`src/tovm_pkg.sv`:
```
package tovm_pkg;

  typedef enum logic [2:0] {
    FN_MOV = 3'd0,
    FN_ADD = 3'd1,
    FN_MUL = 3'd2,
    FN_SUB = 3'd3,
    FN_DIV = 3'd4,
    FN_AND = 3'd5,
    FN_OR  = 3'd6,
    FN_NOT = 3'd7
  } func_e;

  typedef enum logic [1:0] {
    MD_REG  = 2'd0,
    MD_DIR  = 2'd1,
    MD_IND  = 2'd2,
    MD_IMM  = 2'd3
  } mode_e;

  localparam logic [1:0] RemReg = 2'd3;

  typedef struct packed {
    logic [2:0]  func;
    logic [1:0]  dest_mode;
    logic [30:0] dest_operand;
    logic [1:0]  src_mode;
    logic [30:0] src_operand;
  } req_t;

  typedef struct packed {
    logic signed [31:0] reg_a;
    logic signed [31:0] reg_b;
    logic signed [31:0] reg_c;
    logic signed [31:0] reg_d;
    logic               divide_by_zero;
  } rsp_t;

  // Datapath steps chosen by the controller.
  typedef enum logic [3:0] {
    CMD_NONE,
    CMD_LOAD,
    CMD_MEM_RD_DST,
    CMD_PTR_DST,
    CMD_LATCH_DST,
    CMD_MEM_RD_SRC,
    CMD_PTR_SRC,
    CMD_LATCH_SRC,
    CMD_ARITH_START,
    CMD_ITER,
    CMD_WRITE,
    CMD_CLEAR
  } cmd_e;

  typedef struct packed {
    cmd_e cmd;
  } ctl_t;

  typedef struct packed {
    logic dst_is_ind;
    logic src_is_ind;
    logic iter_done;
    logic clear_done;
  } sts_t;

endpackage

```
`src/tovm_ctrl.sv`:
```
module tovm_ctrl (
  input  logic          clk_i,
  input  logic          rst_ni,
  input  logic          in_valid_i,
  output logic          in_stall_o,
  output logic          out_valid_o,
  input  logic          out_stall_i,
  input  tovm_pkg::sts_t sts_i,
  output tovm_pkg::ctl_t ctl_o
);
  import tovm_pkg::*;

  typedef enum logic [3:0] {
    S_CLEAR, S_IDLE, S_DRD, S_DPTR, S_DRD2, S_SRD, S_SPTR, S_SRD2,
    S_SLAT, S_START, S_ITER, S_WRITE, S_OUT
  } state_e;

  state_e state_q;
  logic   out_valid_q;

  assign in_stall_o  = (state_q != S_IDLE);
  assign out_valid_o = out_valid_q;

  // Command for the datapath from the current state.
  always_comb begin
    ctl_o.cmd = CMD_NONE;
    unique case (state_q)
      S_CLEAR: ctl_o.cmd = CMD_CLEAR;
      S_IDLE:  ctl_o.cmd = in_valid_i ? CMD_LOAD : CMD_NONE;
      S_DRD:   ctl_o.cmd = CMD_MEM_RD_DST;
      S_DPTR:  ctl_o.cmd = CMD_PTR_DST;
      S_DRD2:  ctl_o.cmd = CMD_LATCH_DST;
      S_SRD:   ctl_o.cmd = CMD_MEM_RD_SRC;
      S_SPTR:  ctl_o.cmd = CMD_PTR_SRC;
      S_SRD2:  ctl_o.cmd = CMD_NONE;
      S_SLAT:  ctl_o.cmd = CMD_LATCH_SRC;
      S_START: ctl_o.cmd = CMD_ARITH_START;
      S_ITER:  ctl_o.cmd = CMD_ITER;
      S_WRITE: ctl_o.cmd = CMD_WRITE;
      S_OUT:   ctl_o.cmd = CMD_NONE;
      default: ctl_o.cmd = CMD_NONE;
    endcase
  end

  // Sequence one instruction; the result register waits for the receiver.
  always_ff @(posedge clk_i or negedge rst_ni) begin
    if (!rst_ni) begin
      state_q     <= S_CLEAR;
      out_valid_q <= 1'b0;
    end else begin
      unique case (state_q)
        S_CLEAR: if (sts_i.clear_done) state_q <= S_IDLE;
        S_IDLE:  if (in_valid_i) state_q <= S_DRD;
        S_DRD:   state_q <= sts_i.dst_is_ind ? S_DPTR : S_DRD2;
        S_DPTR:  state_q <= S_DRD2;
        S_DRD2:  state_q <= S_SRD;
        S_SRD:   state_q <= sts_i.src_is_ind ? S_SPTR : S_SRD2;
        S_SPTR:  state_q <= S_SRD2;
        S_SRD2:  state_q <= S_SLAT;
        S_SLAT:  state_q <= S_START;
        S_START: state_q <= S_ITER;
        S_ITER:  if (sts_i.iter_done) state_q <= S_WRITE;
        S_WRITE: begin
          state_q     <= S_OUT;
          out_valid_q <= 1'b1;
        end
        S_OUT: if (!out_stall_i) begin
          state_q     <= S_IDLE;
          out_valid_q <= 1'b0;
        end
        default: state_q <= S_IDLE;
      endcase
    end
  end
endmodule

```
`config.mk`:
```
export PLATFORM = sky130hd
export DESIGN_NAME = tovm_ctrl
export DESIGN_NICKNAME = d
export VERILOG_FILES = /design/src/tovm_pkg.sv /design/src/tovm_ctrl.sv
export SDC_FILE = /design/constraint.sdc
export NUM_CORES = 1
export LEC_CHECK = 0
export BUFFER_PORTS_ARGS = -buffer_cell sky130_fd_sc_hd__buf_2
export CAP_MARGIN = 30
export CORE_AREA = 4 4 41 43
export CTS_BUF_LIST = sky130_fd_sc_hd__clkbuf_16
export CTS_CLUSTER_DIAMETER = 30
export DETAILED_ROUTE_END_ITERATION = 6
export DIE_AREA = 0 0 45 47
export HOLD_SLACK_MARGIN = 0.05
export SLEW_MARGIN = 0
export SYNTH_ARGS = -nofsm -noshare
export SYNTH_HDL_FRONTEND = slang
export SYNTH_SLANG_ARGS = --single-unit
```
`constraint.sdc`:
```
create_clock -name clk_i -period 2.3 [get_ports clk_i]
set_input_delay 0.115 -clock clk_i [delete_from_list [all_inputs] [get_ports clk_i]]
set_output_delay 0.115 -clock clk_i [all_outputs]
set_load 0.005 [all_outputs]
```
==> metrics.cfg <==
[placed_design]
gp_congestion = 0.8337
dp_cells = 81
io_buffers = 13
dp_hpwl_um = 792.5

[clock_tree]
tritoncts = yes
cts_resized = 0
cts.reportedPaths.clkPinSlew_ns = 0.03
cts_setup_buffers = 0
clock_latency_ns = 0.22
htree_levels = 1
clock_path_buffers = 2
clkSinkCount = 5
cts-root-buf = clkbuf_16
numCtsBuffers = 3

[sta]
skew_ns = 0.0004096
period_minus_slack_ns = 1.680
hold_viol_final = 0
finalSetupViolations = 0
maxSlewViolCount = 0
worst_pin_slew_ns = 0.4955
period_share = 0.7305
maxSlewHeadroom = 0.6696
rsz0062_at_grt = no
setup_tns_ns = 0
fmax_mhz = 595.2

[yosys]
synthTopCellsByCount = a21oi_1, nor2_1, dfrtp_1, nor3_1
synth_cell_type_count = 27
synthCells = 58
synth_edf_count = 0
ys_ff_latch = 5
synthArstFlopShare = 1.000
synth.top_cell.area_share = 0.2740
yosysWarnings = 0
mappedNetlistArea_um2 = 456.7
syn_nets = 66
avgSynthCellArea_um2 = 7.874
ys.flop_type = dfrtp_1
ys_seq_area_frac = 0.2740
synth_area_leaders = dfrtp_1, a21oi_1, nor3_1, nor2_1, o2bb2ai_1
synth.largest_area_cell = dfrtp_1
synth_most_common_cell = a21oi_1

[floorplan]
die_h_um = 47
core_area_um2 = 1301
rows = 13
start_util = 0.3510
die_w_um = 45
io_pins = 14
dieArea_um2 = 2115

[route]
drt-total-wl_mm = 1.123
first_pass_iters = 4
postRouteAntennaNets = 0
drcViolationCount = 0
drt_iter0_drc = 6
wl_per_cell_um = 13.06
num_vias = 481
routed_via_density = 5.593

[grt]
grt_pass1_wl_mm = 1.938
grt_overflow = 0
grt_use_total = 0.1300
antenna_found_initial = 0
grt_max_degree = 18
grt_pass1_vias = 444

[critical_path]
end_kind = flop
cp-start-kind = flop
cp.required_ns = 2.40
arrival_ns = 1.78
worstSetupPathType = flop to flop
cp_max_fo = 17
r2r_slack_ns = 0.62

[worst_hold_path]
hold_path_class = input port to flop

[cells_and_area]
seqCellArea_um2 = 125.1
layout-drive-gt1-share = 0.3099
areaGrowthSynthToFinish_pct = 31.23
stdcell_count = 86
multi_input_area_um2 = 286.5
nets = 80
n_antenna_cell = 0
fill_cells = 140

[pwr]
p_leak_nw = 0.2582
power-per-cell-area_nw_per_um2 = 1747
vdd_drop_max_v = 0.001086

[flow_run]
max-cap-violations = 0

[status]
status = finished clean

-- state kept, by name, indices dropped and copies added, names as in the netlist --
signal       cells
out_valid_o      1
state_q          4
-- metrics by stage --
| stage | power, mW | worst slack [ns] | utilization | hold WS [ns] | area (µm²) |
|---|---|---|---|---|---|
| floorplan | 0.6521 | 0.9340 | - | -0.1806 | 456.7 |
| global placement | 0.7718 | 0.6908 | 0.3923 | -0.06575 | 510.5 |
| detailed placement | 0.7737 | 0.6449 | 0.3923 | -0.06612 | 510.5 |
| CTS | 1.057 | 0.6273 | 0.4606 | 0.2002 | 599.3 |
| global route | 1.143 | 0.5129 | 0.4606 | 0.2154 | 599.3 |
| finish | 1.047 | 0.6199 | 0.4606 | 0.1999 | 599.3 |
-- cell type report --
type	instances	area share
Tap cell	15	0.03132
Sequential cell	5	0.2088
Clock buffer	3	0.1253
Timing Repair Buffer	14	0.1253
Inverter	4	0.02505
Clock inverter	1	0.006263
Multi-Input combinational cell	44	0.4781
-- path summary, 6_finish.rpt --
check                           cells after the start                    start                      end
worst max-delay path                                4   state_q[0]$_DFFE_PN0P_   state_q[0]$_DFFE_PN0P_
worst max register to register                      4   state_q[0]$_DFFE_PN0P_   state_q[0]$_DFFE_PN0P_
worst min-delay path                                4                 sts_i[1]   state_q[1]$_DFFE_PN0P_
min in group asynchronous                           2                   rst_ni  out_valid_o$_DFFE_PN0P_
worst min register to register                      2  out_valid_o$_DFFE_PN0P_  out_valid_o$_DFFE_PN0P_
max in group asynchronous                           2                   rst_ni   state_q[0]$_DFFE_PN0P_
-- cell usage in the layout, fill, tap and decap left out --
cell / count
a31oi_1: 2
o22ai_1: 2
dfrtp_1: 5
o32ai_2: 1
xnor2_1: 1
nor2b_1: 2
or3_1: 1
o21ai_0: 2
nand3_1: 2
o2bb2ai_1: 2
o31ai_1: 1
nor4b_2: 1
mux2_4: 1
a41oi_2: 1
a31o_2: 1
nand2_1: 3
clkbuf_16: 3
o21ba_1: 1
nand2b_1: 1
nor3_1: 5
nor2_1: 6
inv_1: 4
dlygate4sd3_1: 1
o211ai_1: 1
a21oi_1: 7
inv_2: 1
buf_2: 13
-- logic make-up (layout without fill, tap and decap cells) --
| group | Yosys count | after routing | synth area share |
|---|---|---|---|
| buffers and inverters | 9 | 22 | 0.09860 |
| and+or+nand+nor | 21 | 21 | 0.2383 |
| xor gates and xnor gates | 1 | 1 | 0.01918 |
| DFF | 5 | 5 | 0.2740 |
| muxes | 1 | 1 | 0.03287 |
| AOI/OAI and AO/OA | 21 | 21 | 0.3370 |
-- timing repair --
item                                    4_1_cts  5_1_grt
endpoints found under the hold margin         5        0
endpoints found under the setup margin        0        0
hold buffers                                  1        0
-- critical path, stage by stage (launching register included) --
cell	delay [ns]
dfrtp_1	0.63
nor4b_2	0.32
a41oi_2	0.06
o32ai_2	0.21
mux2_4	0.33
-- layer usage --
layer  up-vias  part of all wire  track usage
met1       215              0.45       0.1697
met5         -                 0            0
met3         2             0.081      0.04981
li1        241                 -            -
met2        23              0.45       0.1921
met4         0             0.011      0.05263
-- power by group --
part | leakage (nW) | total, mW | internal (mW) | switching [mW]
combinational | 0.153 | 0.485 | 0.257 | 0.228
clock | 0.0423 | 0.277 | 0.225 | 0.0520
sequential | 0.0630 | 0.286 | 0.129 | 0.156
Power figures use the tool's default switching activity.
